## src/rtl/preemptive_priority_scheduler_unit_defines.svh

```systemverilog
// ----------------------------------------------------------------------------
// Assertion macros for the preemptive priority scheduler
// Shared concurrent assertion forms, clocked on clk and disabled in reset.
// ----------------------------------------------------------------------------
`ifndef PREEMPTIVE_PRIORITY_SCHEDULER_UNIT_DEFINES_SVH
`define PREEMPTIVE_PRIORITY_SCHEDULER_UNIT_DEFINES_SVH

// same-cycle implication
`define PSS_ASSERT_NOW(lbl, ante, cons, msg) \
	lbl: assert property (@(posedge clk) disable iff (!arst_n) (ante) |-> (cons)) \
		else $error(msg);

// next-cycle implication
`define PSS_ASSERT_NEXT(lbl, ante, cons, msg) \
	lbl: assert property (@(posedge clk) disable iff (!arst_n) (ante) |=> (cons)) \
		else $error(msg);

`endif

```

## src/rtl/pss_pkg.sv

```systemverilog
// ----------------------------------------------------------------------------
// pss_pkg
// Shared constants and types of the preemptive priority scheduler.
// ----------------------------------------------------------------------------
`timescale 1ns / 1ps

package pss_pkg;

	localparam int BURST_W     = 16;
	localparam int SLOT_PORT_W = 4;

	localparam logic MODE_ARRIVE = 1'b0;
	localparam logic MODE_TICK   = 1'b1;

	typedef struct packed {
		logic arrive;
		logic wb;
		logic clr;
	} pss_cmd_t;

endpackage

```

## src/rtl/pss_cell.sv

```systemverilog
// ----------------------------------------------------------------------------
// pss_cell
// One task slot: holds the slot record and passes the best candidate seen so
// far on to the next cell every cycle.
// ----------------------------------------------------------------------------
`timescale 1ns / 1ps

module pss_cell import pss_pkg::*; #(
	parameter int SLOT_W    = 4,
	parameter int PRIO_BITS = 8,
	parameter int TIME_BITS = 16,
	parameter int IDX       = 0
) (
	input  logic                 clk,
	input  logic                 arst_n,
	input  pss_cmd_t             cmd,
	input  logic [SLOT_W-1:0]    arr_slot,
	input  logic [PRIO_BITS-1:0] arr_prio,
	input  logic [BURST_W-1:0]   arr_burst,
	input  logic [TIME_BITS-1:0] now,
	input  logic [SLOT_W-1:0]    wb_slot,
	input  logic [BURST_W-1:0]   wb_rem,
	input  logic                 wb_started,
	input  logic [TIME_BITS-1:0] wb_first,
	input  logic [SLOT_W-1:0]    clr_slot,
	input  logic                 cur_valid,
	input  logic [SLOT_W-1:0]    cur_slot,
	input  logic                 in_found,
	input  logic [PRIO_BITS-1:0] in_prio,
	input  logic [SLOT_W-1:0]    in_slot,
	input  logic [BURST_W-1:0]   in_rem,
	input  logic [BURST_W-1:0]   in_burst,
	input  logic [TIME_BITS-1:0] in_arr,
	input  logic [TIME_BITS-1:0] in_first,
	input  logic                 in_started,
	output logic                 out_found,
	output logic [PRIO_BITS-1:0] out_prio,
	output logic [SLOT_W-1:0]    out_slot,
	output logic [BURST_W-1:0]   out_rem,
	output logic [BURST_W-1:0]   out_burst,
	output logic [TIME_BITS-1:0] out_arr,
	output logic [TIME_BITS-1:0] out_first,
	output logic                 out_started
);

	logic                 ready_q;
	logic                 started_q;
	logic [PRIO_BITS-1:0] prio_q;
	logic [BURST_W-1:0]   rem_q;
	logic [BURST_W-1:0]   burst_q;
	logic [TIME_BITS-1:0] arr_q;
	logic [TIME_BITS-1:0] first_q;
	logic [SLOT_W-1:0]    my_slot;
	logic                 hit_arr;
	logic                 hit_wb;
	logic                 hit_clr;
	logic                 take;

	logic                 found_q;
	logic [PRIO_BITS-1:0] w_prio_q;
	logic [SLOT_W-1:0]    w_slot_q;
	logic [BURST_W-1:0]   w_rem_q;
	logic [BURST_W-1:0]   w_burst_q;
	logic [TIME_BITS-1:0] w_arr_q;
	logic [TIME_BITS-1:0] w_first_q;
	logic                 w_started_q;

	assign my_slot = SLOT_W'(IDX);
	assign hit_arr = cmd.arrive && (arr_slot == my_slot) && !ready_q;
	assign hit_wb  = cmd.wb && (wb_slot == my_slot);
	assign hit_clr = cmd.clr && (clr_slot == my_slot);

	assign take = ready_q && !(cur_valid && (cur_slot == my_slot)) &&
		(!in_found || (prio_q < in_prio));

	always_ff @(posedge clk or negedge arst_n) begin
		if (!arst_n) begin
			ready_q   <= 1'b0;
			started_q <= 1'b0;
		end else if (hit_arr) begin
			ready_q   <= 1'b1;
			started_q <= 1'b0;
		end else if (hit_clr) begin
			ready_q   <= 1'b0;
			started_q <= 1'b0;
		end else if (hit_wb) begin
			started_q <= wb_started;
		end
	end

	always_ff @(posedge clk) begin
		if (hit_arr) begin
			prio_q  <= arr_prio;
			rem_q   <= arr_burst;
			burst_q <= arr_burst;
			arr_q   <= now;
			first_q <= '0;
		end else if (hit_wb) begin
			rem_q   <= wb_rem;
			first_q <= wb_first;
		end
	end

	always_ff @(posedge clk or negedge arst_n) begin
		if (!arst_n) begin
			found_q <= 1'b0;
		end else begin
			found_q <= take || in_found;
		end
	end

	always_ff @(posedge clk) begin
		if (take) begin
			w_prio_q    <= prio_q;
			w_slot_q    <= my_slot;
			w_rem_q     <= rem_q;
			w_burst_q   <= burst_q;
			w_arr_q     <= arr_q;
			w_first_q   <= first_q;
			w_started_q <= started_q;
		end else begin
			w_prio_q    <= in_prio;
			w_slot_q    <= in_slot;
			w_rem_q     <= in_rem;
			w_burst_q   <= in_burst;
			w_arr_q     <= in_arr;
			w_first_q   <= in_first;
			w_started_q <= in_started;
		end
	end

	assign out_found   = found_q;
	assign out_prio    = w_prio_q;
	assign out_slot    = w_slot_q;
	assign out_rem     = w_rem_q;
	assign out_burst   = w_burst_q;
	assign out_arr     = w_arr_q;
	assign out_first   = w_first_q;
	assign out_started = w_started_q;

endmodule

```

## src/rtl/pss_ctrl.sv

```systemverilog
// ----------------------------------------------------------------------------
// pss_ctrl
// Request handshake, sweep sequencer, running-task record, commit of each
// tick and the result register.
// ----------------------------------------------------------------------------
`timescale 1ns / 1ps
`include "preemptive_priority_scheduler_unit_defines.svh"

module pss_ctrl import pss_pkg::*; #(
	parameter int SLOTS     = 16,
	parameter int SLOT_W    = 4,
	parameter int PRIO_BITS = 8,
	parameter int TIME_BITS = 16
) (
	input  logic                   clk,
	input  logic                   arst_n,
	input  logic                   in_valid,
	output logic                   in_ready,
	input  logic                   mode,
	input  logic [SLOT_PORT_W-1:0] task_slot,
	input  logic [BURST_W-1:0]     burst,
	output logic                   out_valid,
	input  logic                   out_ready,
	output logic                   running_valid,
	output logic [SLOT_PORT_W-1:0] running_slot,
	output logic                   finished,
	output logic [TIME_BITS-1:0]   completion_time,
	output logic [TIME_BITS-1:0]   turnaround,
	output logic [TIME_BITS-1:0]   waiting,
	output logic [TIME_BITS-1:0]   first_run_time,
	output pss_cmd_t               cmd,
	output logic [SLOT_W-1:0]      arr_slot,
	output logic [TIME_BITS-1:0]   now,
	output logic [SLOT_W-1:0]      wb_slot,
	output logic [BURST_W-1:0]     wb_rem,
	output logic                   wb_started,
	output logic [TIME_BITS-1:0]   wb_first,
	output logic [SLOT_W-1:0]      clr_slot,
	output logic                   cur_valid,
	output logic [SLOT_W-1:0]      cur_slot,
	input  logic                   w_found,
	input  logic [PRIO_BITS-1:0]   w_prio,
	input  logic [SLOT_W-1:0]      w_slot,
	input  logic [BURST_W-1:0]     w_rem,
	input  logic [BURST_W-1:0]     w_burst,
	input  logic [TIME_BITS-1:0]   w_arr,
	input  logic [TIME_BITS-1:0]   w_first,
	input  logic                   w_started
);

	localparam logic [1:0] ST_IDLE   = 2'd0;
	localparam logic [1:0] ST_SWEEP  = 2'd1;
	localparam logic [1:0] ST_COMMIT = 2'd2;
	localparam logic [1:0] ST_FIN    = 2'd3;

	localparam logic [TIME_BITS-1:0] TIME_MAX = {TIME_BITS{1'b1}};
	localparam int WW = (TIME_BITS > BURST_W) ? TIME_BITS : BURST_W;

	logic [1:0]           state_q;
	logic [SLOT_W-1:0]    cnt_q;
	logic [TIME_BITS-1:0] now_q;
	logic [TIME_BITS-1:0] nxt_q;

	logic                 cur_valid_q;
	logic [SLOT_W-1:0]    cur_slot_q;
	logic [PRIO_BITS-1:0] cur_prio_q;
	logic [BURST_W-1:0]   cur_rem_q;
	logic [BURST_W-1:0]   cur_burst_q;
	logic [TIME_BITS-1:0] cur_arr_q;
	logic [TIME_BITS-1:0] cur_first_q;
	logic                 cur_started_q;

	logic                 commit;
	logic                 accept;
	logic                 in_range;
	logic                 sw;
	logic                 run;
	logic                 fin;
	logic [SLOT_W-1:0]    r_slot;
	logic [BURST_W-1:0]   r_rem;
	logic [BURST_W-1:0]   r_burst;
	logic [TIME_BITS-1:0] r_arr;
	logic [TIME_BITS-1:0] r_first;
	logic                 r_started;
	logic [BURST_W-1:0]   new_rem;
	logic [TIME_BITS-1:0] new_first;
	logic [TIME_BITS-1:0] tat;

	logic                 run_s1;
	logic                 fin_s1;
	logic [SLOT_W-1:0]    slot_s1;
	logic [TIME_BITS-1:0] ct_s1;
	logic [TIME_BITS-1:0] tat_s1;
	logic [BURST_W-1:0]   burst_s1;
	logic [TIME_BITS-1:0] first_s1;

	logic [WW-1:0]        tat_x;
	logic [WW-1:0]        burst_x;
	logic [TIME_BITS-1:0] wt;
	logic                 load;

	logic                   out_valid_q;
	logic                   run_q;
	logic [SLOT_PORT_W-1:0] slot_q;
	logic                   fin_q;
	logic [TIME_BITS-1:0]   ct_q;
	logic [TIME_BITS-1:0]   tat_q;
	logic [TIME_BITS-1:0]   wt_q;
	logic [TIME_BITS-1:0]   first_q;

	assign in_ready = (state_q == ST_IDLE);
	assign accept   = in_valid && in_ready;
	assign commit   = (state_q == ST_COMMIT);
	assign in_range = (int'(task_slot) < SLOTS);

	// pick against the running task, then run one unit
	always_comb begin
		sw        = w_found && (!cur_valid_q || (w_prio < cur_prio_q));
		run       = sw || cur_valid_q;
		r_slot    = sw ? w_slot    : cur_slot_q;
		r_rem     = sw ? w_rem     : cur_rem_q;
		r_burst   = sw ? w_burst   : cur_burst_q;
		r_arr     = sw ? w_arr     : cur_arr_q;
		r_first   = sw ? w_first   : cur_first_q;
		r_started = sw ? w_started : cur_started_q;
		new_rem   = (r_rem != '0) ? r_rem - BURST_W'(1) : '0;
		new_first = r_started ? r_first : now_q;
		fin       = run && (new_rem == '0);
		tat       = (nxt_q >= r_arr) ? nxt_q - r_arr : '0;
	end

	always_comb begin
		cmd.arrive = accept && (mode == MODE_ARRIVE) && (burst != '0) && in_range;
		cmd.wb     = commit && sw && cur_valid_q;
		cmd.clr    = commit && fin;
	end

	assign arr_slot   = SLOT_W'(task_slot);
	assign now        = now_q;
	assign wb_slot    = cur_slot_q;
	assign wb_rem     = cur_rem_q;
	assign wb_started = cur_started_q;
	assign wb_first   = cur_first_q;
	assign clr_slot   = r_slot;
	assign cur_valid  = cur_valid_q;
	assign cur_slot   = cur_slot_q;

	always_ff @(posedge clk or negedge arst_n) begin
		if (!arst_n) begin
			state_q <= ST_IDLE;
			cnt_q   <= '0;
		end else begin
			case (state_q)
				ST_IDLE: begin
					if (accept && (mode == MODE_TICK)) begin
						state_q <= ST_SWEEP;
						cnt_q   <= '0;
					end
				end
				ST_SWEEP: begin
					cnt_q <= cnt_q + SLOT_W'(1);
					if (cnt_q == SLOT_W'(SLOTS - 1)) begin
						state_q <= ST_COMMIT;
					end
				end
				ST_COMMIT: begin
					state_q <= ST_FIN;
				end
				ST_FIN: begin
					if (load) begin
						state_q <= ST_IDLE;
					end
				end
				default: begin
					state_q <= ST_IDLE;
				end
			endcase
		end
	end

	// advance time, saturating
	always_ff @(posedge clk or negedge arst_n) begin
		if (!arst_n) begin
			now_q <= '0;
			nxt_q <= TIME_BITS'(1);
		end else if (commit) begin
			now_q <= nxt_q;
			if (nxt_q != TIME_MAX) begin
				nxt_q <= nxt_q + TIME_BITS'(1);
			end
		end
	end

	always_ff @(posedge clk or negedge arst_n) begin
		if (!arst_n) begin
			cur_valid_q <= 1'b0;
			cur_slot_q  <= '0;
		end else if (commit && run) begin
			cur_valid_q <= !fin;
			cur_slot_q  <= fin ? '0 : r_slot;
		end
	end

	always_ff @(posedge clk) begin
		if (commit && run && !fin) begin
			if (sw) begin
				cur_prio_q <= w_prio;
			end
			cur_rem_q     <= new_rem;
			cur_burst_q   <= r_burst;
			cur_arr_q     <= r_arr;
			cur_first_q   <= new_first;
			cur_started_q <= 1'b1;
		end
	end

	always_ff @(posedge clk) begin
		if (commit) begin
			run_s1   <= run;
			fin_s1   <= fin;
			slot_s1  <= r_slot;
			ct_s1    <= nxt_q;
			tat_s1   <= tat;
			burst_s1 <= r_burst;
			first_s1 <= new_first;
		end
	end

	assign tat_x   = WW'(tat_s1);
	assign burst_x = WW'(burst_s1);
	assign wt      = (tat_x >= burst_x) ? TIME_BITS'(tat_x - burst_x) : '0;
	assign load    = (state_q == ST_FIN) && (!out_valid_q || out_ready);

	always_ff @(posedge clk or negedge arst_n) begin
		if (!arst_n) begin
			out_valid_q <= 1'b0;
		end else if (load) begin
			out_valid_q <= 1'b1;
		end else if (out_ready) begin
			out_valid_q <= 1'b0;
		end
	end

	always_ff @(posedge clk) begin
		if (load) begin
			run_q   <= run_s1;
			slot_q  <= run_s1 ? SLOT_PORT_W'(slot_s1) : '0;
			fin_q   <= fin_s1;
			ct_q    <= fin_s1 ? ct_s1    : '0;
			tat_q   <= fin_s1 ? tat_s1   : '0;
			wt_q    <= fin_s1 ? wt       : '0;
			first_q <= fin_s1 ? first_s1 : '0;
		end
	end

	assign out_valid       = out_valid_q;
	assign running_valid   = run_q;
	assign running_slot    = slot_q;
	assign finished        = fin_q;
	assign completion_time = ct_q;
	assign turnaround      = tat_q;
	assign waiting         = wt_q;
	assign first_run_time  = first_q;

	`PSS_ASSERT_NOW(a_wb_clr_apart, cmd.wb && cmd.clr, wb_slot != clr_slot, "wb and clear hit one slot")
	`PSS_ASSERT_NOW(a_switch_other, commit && sw && cur_valid_q, w_slot != cur_slot_q, "switch to running slot")
	`PSS_ASSERT_NOW(a_fin_runs, out_valid_q && fin_q, run_q, "finished without a running task")
	`PSS_ASSERT_NEXT(a_time_mono, commit, now_q >= $past(now_q), "time went backward")

endmodule

```

## src/rtl/preemptive_priority_scheduler_unit.sv

```systemverilog
// ----------------------------------------------------------------------------
// preemptive_priority_scheduler_unit
// Tick-driven preemptive priority scheduler over a chain of task slot cells.
// ----------------------------------------------------------------------------
// Usage:
//   Requests enter on in_valid/in_ready. mode 0 registers a task in task_slot
//   with priority_req and burst (zero burst, occupied slot or slot beyond the
//   table is dropped); mode 1 is one tick of time.
//   Each tick yields one result on out_valid/out_ready: the slot that ran,
//   and on completion its completion, turnaround, waiting and first-run times.
//   An arrive request yields no result.
//   A tick passes through the accept, a sweep in which the candidate travels
//   the cell chain, one commit, and the forming of the result.
//   The result register holds while the receiver stalls; arrive requests are
//   still taken while no tick is in progress, and a further tick waits in its
//   final state until the result register frees.
//   Reset clears all slot ready flags, the running task and the time counter.
// ----------------------------------------------------------------------------
`timescale 1ns / 1ps

module preemptive_priority_scheduler_unit import pss_pkg::*; #(
	parameter int SLOTS     = 16,
	parameter int PRIO_BITS = 8,
	parameter int TIME_BITS = 16
) (
	input  logic                   clk,
	input  logic                   arst_n,
	input  logic                   in_valid,
	output logic                   in_ready,
	input  logic                   mode,
	input  logic [SLOT_PORT_W-1:0] task_slot,
	input  logic [PRIO_BITS-1:0]   priority_req,
	input  logic [BURST_W-1:0]     burst,
	output logic                   out_valid,
	input  logic                   out_ready,
	output logic                   running_valid,
	output logic [SLOT_PORT_W-1:0] running_slot,
	output logic                   finished,
	output logic [TIME_BITS-1:0]   completion_time,
	output logic [TIME_BITS-1:0]   turnaround,
	output logic [TIME_BITS-1:0]   waiting,
	output logic [TIME_BITS-1:0]   first_run_time
);

	localparam int SLOT_W = $clog2(SLOTS);

	pss_cmd_t             cmd;
	logic [SLOT_W-1:0]    arr_slot;
	logic [TIME_BITS-1:0] now;
	logic [SLOT_W-1:0]    wb_slot;
	logic [BURST_W-1:0]   wb_rem;
	logic                 wb_started;
	logic [TIME_BITS-1:0] wb_first;
	logic [SLOT_W-1:0]    clr_slot;
	logic                 cur_valid;
	logic [SLOT_W-1:0]    cur_slot;

	logic [SLOTS:0]       ch_found;
	logic [SLOTS:0]       ch_started;
	logic [PRIO_BITS-1:0] ch_prio  [SLOTS+1];
	logic [SLOT_W-1:0]    ch_slot  [SLOTS+1];
	logic [BURST_W-1:0]   ch_rem   [SLOTS+1];
	logic [BURST_W-1:0]   ch_burst [SLOTS+1];
	logic [TIME_BITS-1:0] ch_arr   [SLOTS+1];
	logic [TIME_BITS-1:0] ch_first [SLOTS+1];

	assign ch_found[0]   = 1'b0;
	assign ch_started[0] = 1'b0;
	assign ch_prio[0]    = '0;
	assign ch_slot[0]    = '0;
	assign ch_rem[0]     = '0;
	assign ch_burst[0]   = '0;
	assign ch_arr[0]     = '0;
	assign ch_first[0]   = '0;

	for (genvar i = 0; i < SLOTS; i++) begin : g_cell
		pss_cell #(
			.SLOT_W    (SLOT_W),
			.PRIO_BITS (PRIO_BITS),
			.TIME_BITS (TIME_BITS),
			.IDX       (i)
		) u_cell (
			.clk         (clk),
			.arst_n      (arst_n),
			.cmd         (cmd),
			.arr_slot    (arr_slot),
			.arr_prio    (priority_req),
			.arr_burst   (burst),
			.now         (now),
			.wb_slot     (wb_slot),
			.wb_rem      (wb_rem),
			.wb_started  (wb_started),
			.wb_first    (wb_first),
			.clr_slot    (clr_slot),
			.cur_valid   (cur_valid),
			.cur_slot    (cur_slot),
			.in_found    (ch_found[i]),
			.in_prio     (ch_prio[i]),
			.in_slot     (ch_slot[i]),
			.in_rem      (ch_rem[i]),
			.in_burst    (ch_burst[i]),
			.in_arr      (ch_arr[i]),
			.in_first    (ch_first[i]),
			.in_started  (ch_started[i]),
			.out_found   (ch_found[i+1]),
			.out_prio    (ch_prio[i+1]),
			.out_slot    (ch_slot[i+1]),
			.out_rem     (ch_rem[i+1]),
			.out_burst   (ch_burst[i+1]),
			.out_arr     (ch_arr[i+1]),
			.out_first   (ch_first[i+1]),
			.out_started (ch_started[i+1])
		);
	end

	pss_ctrl #(
		.SLOTS     (SLOTS),
		.SLOT_W    (SLOT_W),
		.PRIO_BITS (PRIO_BITS),
		.TIME_BITS (TIME_BITS)
	) u_ctrl (
		.clk             (clk),
		.arst_n          (arst_n),
		.in_valid        (in_valid),
		.in_ready        (in_ready),
		.mode            (mode),
		.task_slot       (task_slot),
		.burst           (burst),
		.out_valid       (out_valid),
		.out_ready       (out_ready),
		.running_valid   (running_valid),
		.running_slot    (running_slot),
		.finished        (finished),
		.completion_time (completion_time),
		.turnaround      (turnaround),
		.waiting         (waiting),
		.first_run_time  (first_run_time),
		.cmd             (cmd),
		.arr_slot        (arr_slot),
		.now             (now),
		.wb_slot         (wb_slot),
		.wb_rem          (wb_rem),
		.wb_started      (wb_started),
		.wb_first        (wb_first),
		.clr_slot        (clr_slot),
		.cur_valid       (cur_valid),
		.cur_slot        (cur_slot),
		.w_found         (ch_found[SLOTS]),
		.w_prio          (ch_prio[SLOTS]),
		.w_slot          (ch_slot[SLOTS]),
		.w_rem           (ch_rem[SLOTS]),
		.w_burst         (ch_burst[SLOTS]),
		.w_arr           (ch_arr[SLOTS]),
		.w_first         (ch_first[SLOTS]),
		.w_started       (ch_started[SLOTS])
	);

endmodule
```

## config.mk

```make
export PLATFORM = sky130hd
export DESIGN_NAME = preemptive_priority_scheduler_unit
export DESIGN_NICKNAME = d
export VERILOG_FILES = /design/src/rtl/pss_pkg.sv /design/src/rtl/pss_cell.sv /design/src/rtl/pss_ctrl.sv /design/src/rtl/preemptive_priority_scheduler_unit.sv
export VERILOG_INCLUDE_DIRS = /design/src /design/src/rtl
export SDC_FILE = /design/constraint.sdc
export NUM_CORES = 2
export LEC_CHECK = 0
export BUFFER_PORTS_ARGS = -buffer_cell sky130_fd_sc_hd__buf_2
export CAP_MARGIN = 20
export CORE_MARGIN = 3
export CORE_UTILIZATION = 45
export DETAILED_ROUTE_END_ITERATION = 16
export PLACE_DENSITY = 0.58
export SLEW_MARGIN = 20
export SYNTH_ARGS = -nofsm -noshare
export SYNTH_HDL_FRONTEND = slang
export SYNTH_SLANG_ARGS = --single-unit
```

## constraint.sdc

```tcl
create_clock -name clk -period 17.8 [get_ports clk]
set_input_delay 2.67 -clock clk [delete_from_list [all_inputs] [get_ports clk]]
set_output_delay 2.67 -clock clk [all_outputs]
set_load 0.005 [all_outputs]
```

Word-level counts from Yosys, hierarchy flattened. Cells that the tools add are included.

Add/subtract/negate cells: 5. Bitwise gates (word level): 1. Reductions and logical operators: 268. Mux-type cells: 220. Eq/ne operators: 53. Order comparisons: 18.

Operators with widths (count): two-way mux 16 bit (98); < comparator 8 bit (16); logical AND 1 bit (123); two-way mux 8 bit (15); == test 4 bit (second input constant) (25); two-way mux 1 bit (99); nonzero test 2 bit (34); logical NOT 1 bit (50); == test 4 x 3 -> 1 bit (second input constant) (12); nonzero test 3 bit (16); logical OR 1 bit (33); greater-or-equal comparator 16 bit (2); nonzero test 16 bit (2); subtractor 16 bit (2); == test 4 x 2 -> 1 bit (second input constant) (6); adder 16 x 1 -> 16 bit (second input constant) (1); logical NOT 16 bit (1); != test 16 bit (second input constant) (1); subtractor 16 x 1 -> 16 bit (second input constant) (1); == test 4 x 1 -> 1 bit (second input constant) (3); logical NOT 4 bit (3); two-way mux 4 bit (3); one-hot mux 2 bit (4 select lines) (1); one-hot mux 4 bit (2 select lines) (1); 10 further kinds (17).

Input bits: 33. Word-level logic and storage cells: 830. Output and inout port bits: 72. Register bits after elaboration: 2673.

Depth between registers and ports, before layout.
Depth in word-level cells: 12. Depth in mapped cells: 20.

By module. From an unflattened synthesis, not the netlist that was laid out.

Cells, all modules: 6772. Area total of the unflattened synthesis: 96346.2 sq um.

Modules (own cells, without submodules): pss_cell (g_cell[5].u_cell ...) (area an instance 5226.3 sq um, cells each 382, instances 3, sequential area each 3618.5 sq um); pss_ctrl (area an instance 12503.2 sq um, cells each 1021, instances 1, sequential area each 7468.4 sq um); pss_cell (g_cell[1].u_cell ...) (area an instance 5261.3 sq um, cells each 329, instances 2, sequential area each 3618.5 sq um); pss_cell (g_cell[11].u_cell ...) (area an instance 5260.0 sq um, cells each 365, instances 2, sequential area each 3618.5 sq um); pss_cell (g_cell[13].u_cell ...) (area an instance 5250.0 sq um, cells each 349, instances 2, sequential area each 3618.5 sq um); pss_cell (g_cell[4].u_cell ...) (area an instance 5216.3 sq um, cells each 347, instances 2, sequential area each 3618.5 sq um); pss_cell (g_cell[3].u_cell) (area an instance 5251.3 sq um, cells each 365, instances 1, sequential area each 3618.5 sq um); pss_cell (g_cell[12].u_cell) (area an instance 5240.0 sq um, cells each 384, instances 1, sequential area each 3618.5 sq um); pss_cell (g_cell[15].u_cell) (area an instance 5237.5 sq um, cells each 347, instances 1, sequential area each 3618.5 sq um); pss_cell (g_cell[0].u_cell) (area an instance 5233.8 sq um, cells each 346, instances 1, sequential area each 3618.5 sq um); pss_cell (g_cell[10].u_cell) (area an instance 5222.5 sq um, cells each 382, instances 1, sequential area each 3618.5 sq um); preemptive_priority_scheduler_unit (area an instance 3.8 sq um, cells each 1, instances 1, sequential area each 0.0 sq um).

Worst setup path after synthesis. Ideal clock, no wire load.

Kind: input-to-reg. Start: input burst[2]. End: register g_cell[4].u_cell.arr_q[0], enable pin. Library setup time: 0.420 ns. Cell stages on the path: 9. Required time: 17.380 ns. Slack: 11.617 ns. Arrival time: 5.763 ns. Cell sequence: clkbuf_1 nor4_1 nand4_1 nand4b_1 or3_1 or3_1 inv_2 buf_1 clkbuf_1.

Word-level cells in the longest chain between the ends: 4.

RTL lines: from (decl) (RTL line preemptive_priority_scheduler_unit.sv:33) `input logic [BURST_W-1:0] burst,`; nonzero test 16 bit (RTL line pss_ctrl.sv:133) `cmd.arrive = accept && (mode == MODE_ARRIVE) && (burst != '0) && in_range;`; logical AND 1 bit (RTL line pss_ctrl.sv:133); logical AND 1 bit (2 in a row) (RTL line pss_cell.sv:69) `assign hit_arr = cmd.arrive && (arr_slot == my_slot) && !ready_q;`; named net g_cell[4].u_cell.hit_arr (RTL line pss_cell.sv:54) `logic hit_arr;`; to (signal assigned) (RTL line pss_cell.sv:96) `arr_q <= now;`; to (decl) (RTL line pss_cell.sv:51) `logic [TIME_BITS-1:0] arr_q;`.

The timed path passes the listed nets, and every way through them passes these cells. A chain may end at the register's enable or synchronous reset.

Worst setup path in the final report.
Start: register u_ctrl.cur_prio_q[1]. End: register u_ctrl.cur_arr_q[11], enable pin.

Word-level cells in the longest chain between the ends: 10. Elaborated cells on any way between the ends: 13.

RTL lines: from (decl) (RTL line pss_ctrl.sv:66) `logic [PRIO_BITS-1:0] cur_prio_q;`; from (signal assigned) (RTL line pss_ctrl.sv:207) `cur_prio_q <= w_prio;`; < comparator 8 bit * (RTL line pss_ctrl.sv:118) `sw = w_found && (!cur_valid_q || (w_prio < cur_prio_q));`; logical OR 1 bit * (RTL line pss_ctrl.sv:118); logical AND 1 bit * (RTL line pss_ctrl.sv:118); two-way mux 16 bit (RTL line pss_ctrl.sv:121) `r_rem = sw ? w_rem : cur_rem_q;`; subtractor 16 x 1 -> 16 bit or nonzero test 16 bit (tied branches) (RTL line pss_ctrl.sv:126) `new_rem = (r_rem != '0) ? r_rem - BURST_W'(1) : '0;`; two-way mux 16 bit (RTL line pss_ctrl.sv:126); logical NOT 16 bit (RTL line pss_ctrl.sv:128) `fin = run && (new_rem == '0);`; logical AND 1 bit (RTL line pss_ctrl.sv:128); logical NOT 1 bit (RTL line pss_ctrl.sv:205) `if (commit && run && !fin) begin`; logical AND 1 bit * (RTL line pss_ctrl.sv:205); to (signal assigned) (RTL line pss_ctrl.sv:211) `cur_arr_q <= r_arr;`; to (decl) (RTL line pss_ctrl.sv:69) `logic [TIME_BITS-1:0] cur_arr_q;`.

Mark *: on every way between the ends. The rest lies on a longest branch, timed or not.

==> results.ini <==
[yosys]
synth_top_cell_area_share_pct=35.3
ys_seq_area_share_pct=69.1
yosysTopAreaCell=edfxtp_1
syn-cell-area_um2=94200
async_flop_share_pct=3.44
synth_nets=6656
ys.flop_type=dfxtp_1
yosys-top-cells-area=edfxtp_1 35%, dfxtp_1 31%, mux2_2 16%
ys_warn_count=0
synth_edf_count=1108
ys_types=70
avgSynthCellArea_um2=14.6
ys_ff_latch=2673
yosys.cell_count.top_type=dfxtp_1
synthTopCellsByCount=1,473 x dfxtp_1, 1,325 x mux2_2, 1,108 x edfxtp_1
synthCells=6470

[sta]
timing.fmax_mhz=158
setup_viol=0
worst_pin_slew_ns=1.10
finalHoldViolCount=0
fin_crit_ns=6.33
fin_ws_ns=11.47
whs_ns=0.409
slew_headroom_pct=26.8
fin_worst_skew_ns=0.0549
rsz0062_at_grt=no
tns_ns=0
slew_viol_final=0
period_share_pct=35.6

[clocking]
postCtsSetupRepairBufs=0
cts_resized=0
cts_root_buffer=clkbuf_16
htreeDepth=5
cts_tree=yes
clk_latency_ns=0.91
clk_pin_slew_worst_paths_ns=0.06
ctsHoldBuffers=0
numClockSinks=2673
clockBufferDepth=4
numCtsBuffers=292

[power_and_ir_drop]
p_clk_share_pct=28.9
p_leak_nw=41.0
irDropWorstVdd_mv=0.139
netSwitchingFraction_pct=28.5
power_frac_comb_pct=24.5
power_density_nw_per_um2=188
cellInternalPower_mw=14.5
switching_power_mw=5.76
pwr-share-seq_pct=46.6

[global_route]
grt_pass1_wl_um=325000
track_usage_pct=19.9
grt_max_degree=85
grt_overflow_total=0
antenna_found_initial=16
grt_pass1_vias=51600

[drt]
dr.max_layer_used=met5
wl_met3_um=8620
drtIter0Drc=3231
drt_wl_total_um=215000
ant_nets=0
drtPass1Iterations=5
drt-wirelength-per-cell_um=22.3
via_per_inst=5.14
drcViolationCount=0
via_count=49600
met2_length_um=102000
wl_met1_um=97300

[flow_run]
maxCapViolations=0

[final_layout]
layout-drive-gt1-share_pct=29.8
area_growth_pct=14.0
num-nets-final=6813

[critical_path]
r2r_cells=18
cp-start-kind=flop
r2r_setup_slack_ns=11.47
critPathKind=flop to flop
r2r-start=u_ctrl.cur_prio_q[1]
cp-endpoint=u_ctrl.cur_arr_q[11]
r2r_end=u_ctrl.cur_arr_q[11]
worstPathArrival_ns=6.86
worstPathMaxFanout=33
startpoint=u_ctrl.cur_prio_q[1]
critPathCaptureType=flop
cp.required_ns=18.34

[floorplan]
die_h_um=463
core_um2=207000
initial_core_util_pct=45.4
num_rows=167
fp.dieW_um=463
ios=105
die_area_um2=215000

[place]
pre_cts_ws_ns=10.69
dp_hpwl_um=131000
place.gp.congestion=0.856
port_buffers=104

[outcome]
status=finished, final reports clean

[hold_path]
hold_path_class=flop to flop

## area by class of cell
class | instances | area (um2)
fillers | 17100 | 100000
flip-flops and latches | 2673 | 65100
multi-input cells | 3273 | 27500
clock buffers | 436 | 8620
well taps | 2788 | 3490
repair buffers | 195 | 1260
inverters | 192 | 758
clock inverters | 73 | 711
diodes | 8 | 20.0
## how the worst min path moves through the flow
| stage | start | to | slack, ns | depth (start not counted) |
|---|---|---|---|---|
| after global routing | g_cell[6].u_cell.out_slot[1] | g_cell[7].u_cell.out_slot[1] | 0.42 | 1 |
| after global placement | g_cell[9].u_cell.out_slot[3] | g_cell[10].u_cell.out_slot[3] | 0.40 | 1 |
| after CTS | g_cell[14].u_cell.out_slot[1] | g_cell[15].u_cell.out_slot[1] | 0.41 | 1 |
| after detailed placement | g_cell[13].u_cell.out_slot[1] | g_cell[14].u_cell.out_slot[1] | 0.40 | 1 |
| final | g_cell[14].u_cell.out_slot[1] | g_cell[15].u_cell.out_slot[1] | 0.41 | 1 |
| after floorplan | g_cell[9].u_cell.out_slot[1] | g_cell[10].u_cell.out_slot[1] | 0.39 | 1 |
## cells by family after synthesis
kind of cell | count (synthesis) | synth area share, %
AOI/OAI and AO/OA | 522 | 3.29
and+or+nand+nor | 1049 | 5.27
xor gates and xnor gates | 55 | 0.512
DFF | 2673 | 69.1
buffers and inverters | 524 | 2.14
muxes | 1494 | 17.6
adders and majority gates | 153 | 2.05
## power by group through the flow
stage,clock (mW),combinational (mW),sequential (mW)
global route,6.22,5.45,9.65
CTS,5.98,5.01,9.47
finish,5.84,4.95,9.43
detailed placement,0,4.97,9.58
floorplan,0,3.81,9.01
global placement,0,4.90,9.54
## layout by cell type (no fill, tap or decap), types with 118 or more instances in the layout
master	Yosys	routed
o21ai_0	127	118
inv_1	183	174
edfxtp_1	1108	1108
clkbuf_16	0	306
dfxtp_1	1473	1473
and2_1	133	132
nand2_1	411	407
mux2_2	1325	1325
ha_1	151	150
a21oi_1	207	206
nor2_1	242	238
mux2i_1	169	169
## stage by stage
| stage | util [%] | instances | instance area [um2] | total power, mW |
|---|---|---|---|---|
| after floorplan | - | 6470 | 94200 | 12.8 |
| after global placement | 47.2 | 9119 | 97900 | 14.4 |
| after detailed placement | 47.2 | 9119 | 98000 | 14.5 |
| after CTS | 51.7 | 9628 | 107000 | 20.5 |
| after global routing | 51.7 | 9634 | 107000 | 21.3 |
| final | 51.7 | 9638 | 107000 | 20.2 |
## worst max-delay path, stage by stage, from the launching register on
cell and delay, ns:
edfxtp_1 0.36, inv_1 0.06, ha_1 0.21, a2111oi_0 0.65, nor4_1 0.28, nor2_4 0.38
mux2_2 0.39, inv_1 0.06, ha_1 0.24, nor3b_1 0.77, nand3_1 0.25, xor2_1 0.20
o2111ai_1 0.12, mux2i_1 0.17, o2111ai_2 0.16, o31ai_1 0.10, buf_4 0.20, inv_2 0.69
buf_4 0.63
## sequential cells by signal (all words and copies together) (netlist names), 49 cells and up
signal,flops
g_cell.u_cell.first_q,256
g_cell.u_cell.out_slot,49
g_cell.u_cell.out_rem,256
g_cell.u_cell.rem_q,256
g_cell.u_cell.prio_q,128
g_cell.u_cell.arr_q,256
g_cell.u_cell.out_burst,256
g_cell.u_cell.out_first,256
g_cell.u_cell.out_arr,256
g_cell.u_cell.burst_q,256
g_cell.u_cell.out_prio,128
## layer usage
layer  vias up  global-route usage [%]
li1      23300                       -
met1     24900                    26.9
met2      1002                    32.9
met3       387                    2.88
met4         4                    6.52
met5         -                       0
Note: power is estimated with default switching activity, not from simulation.
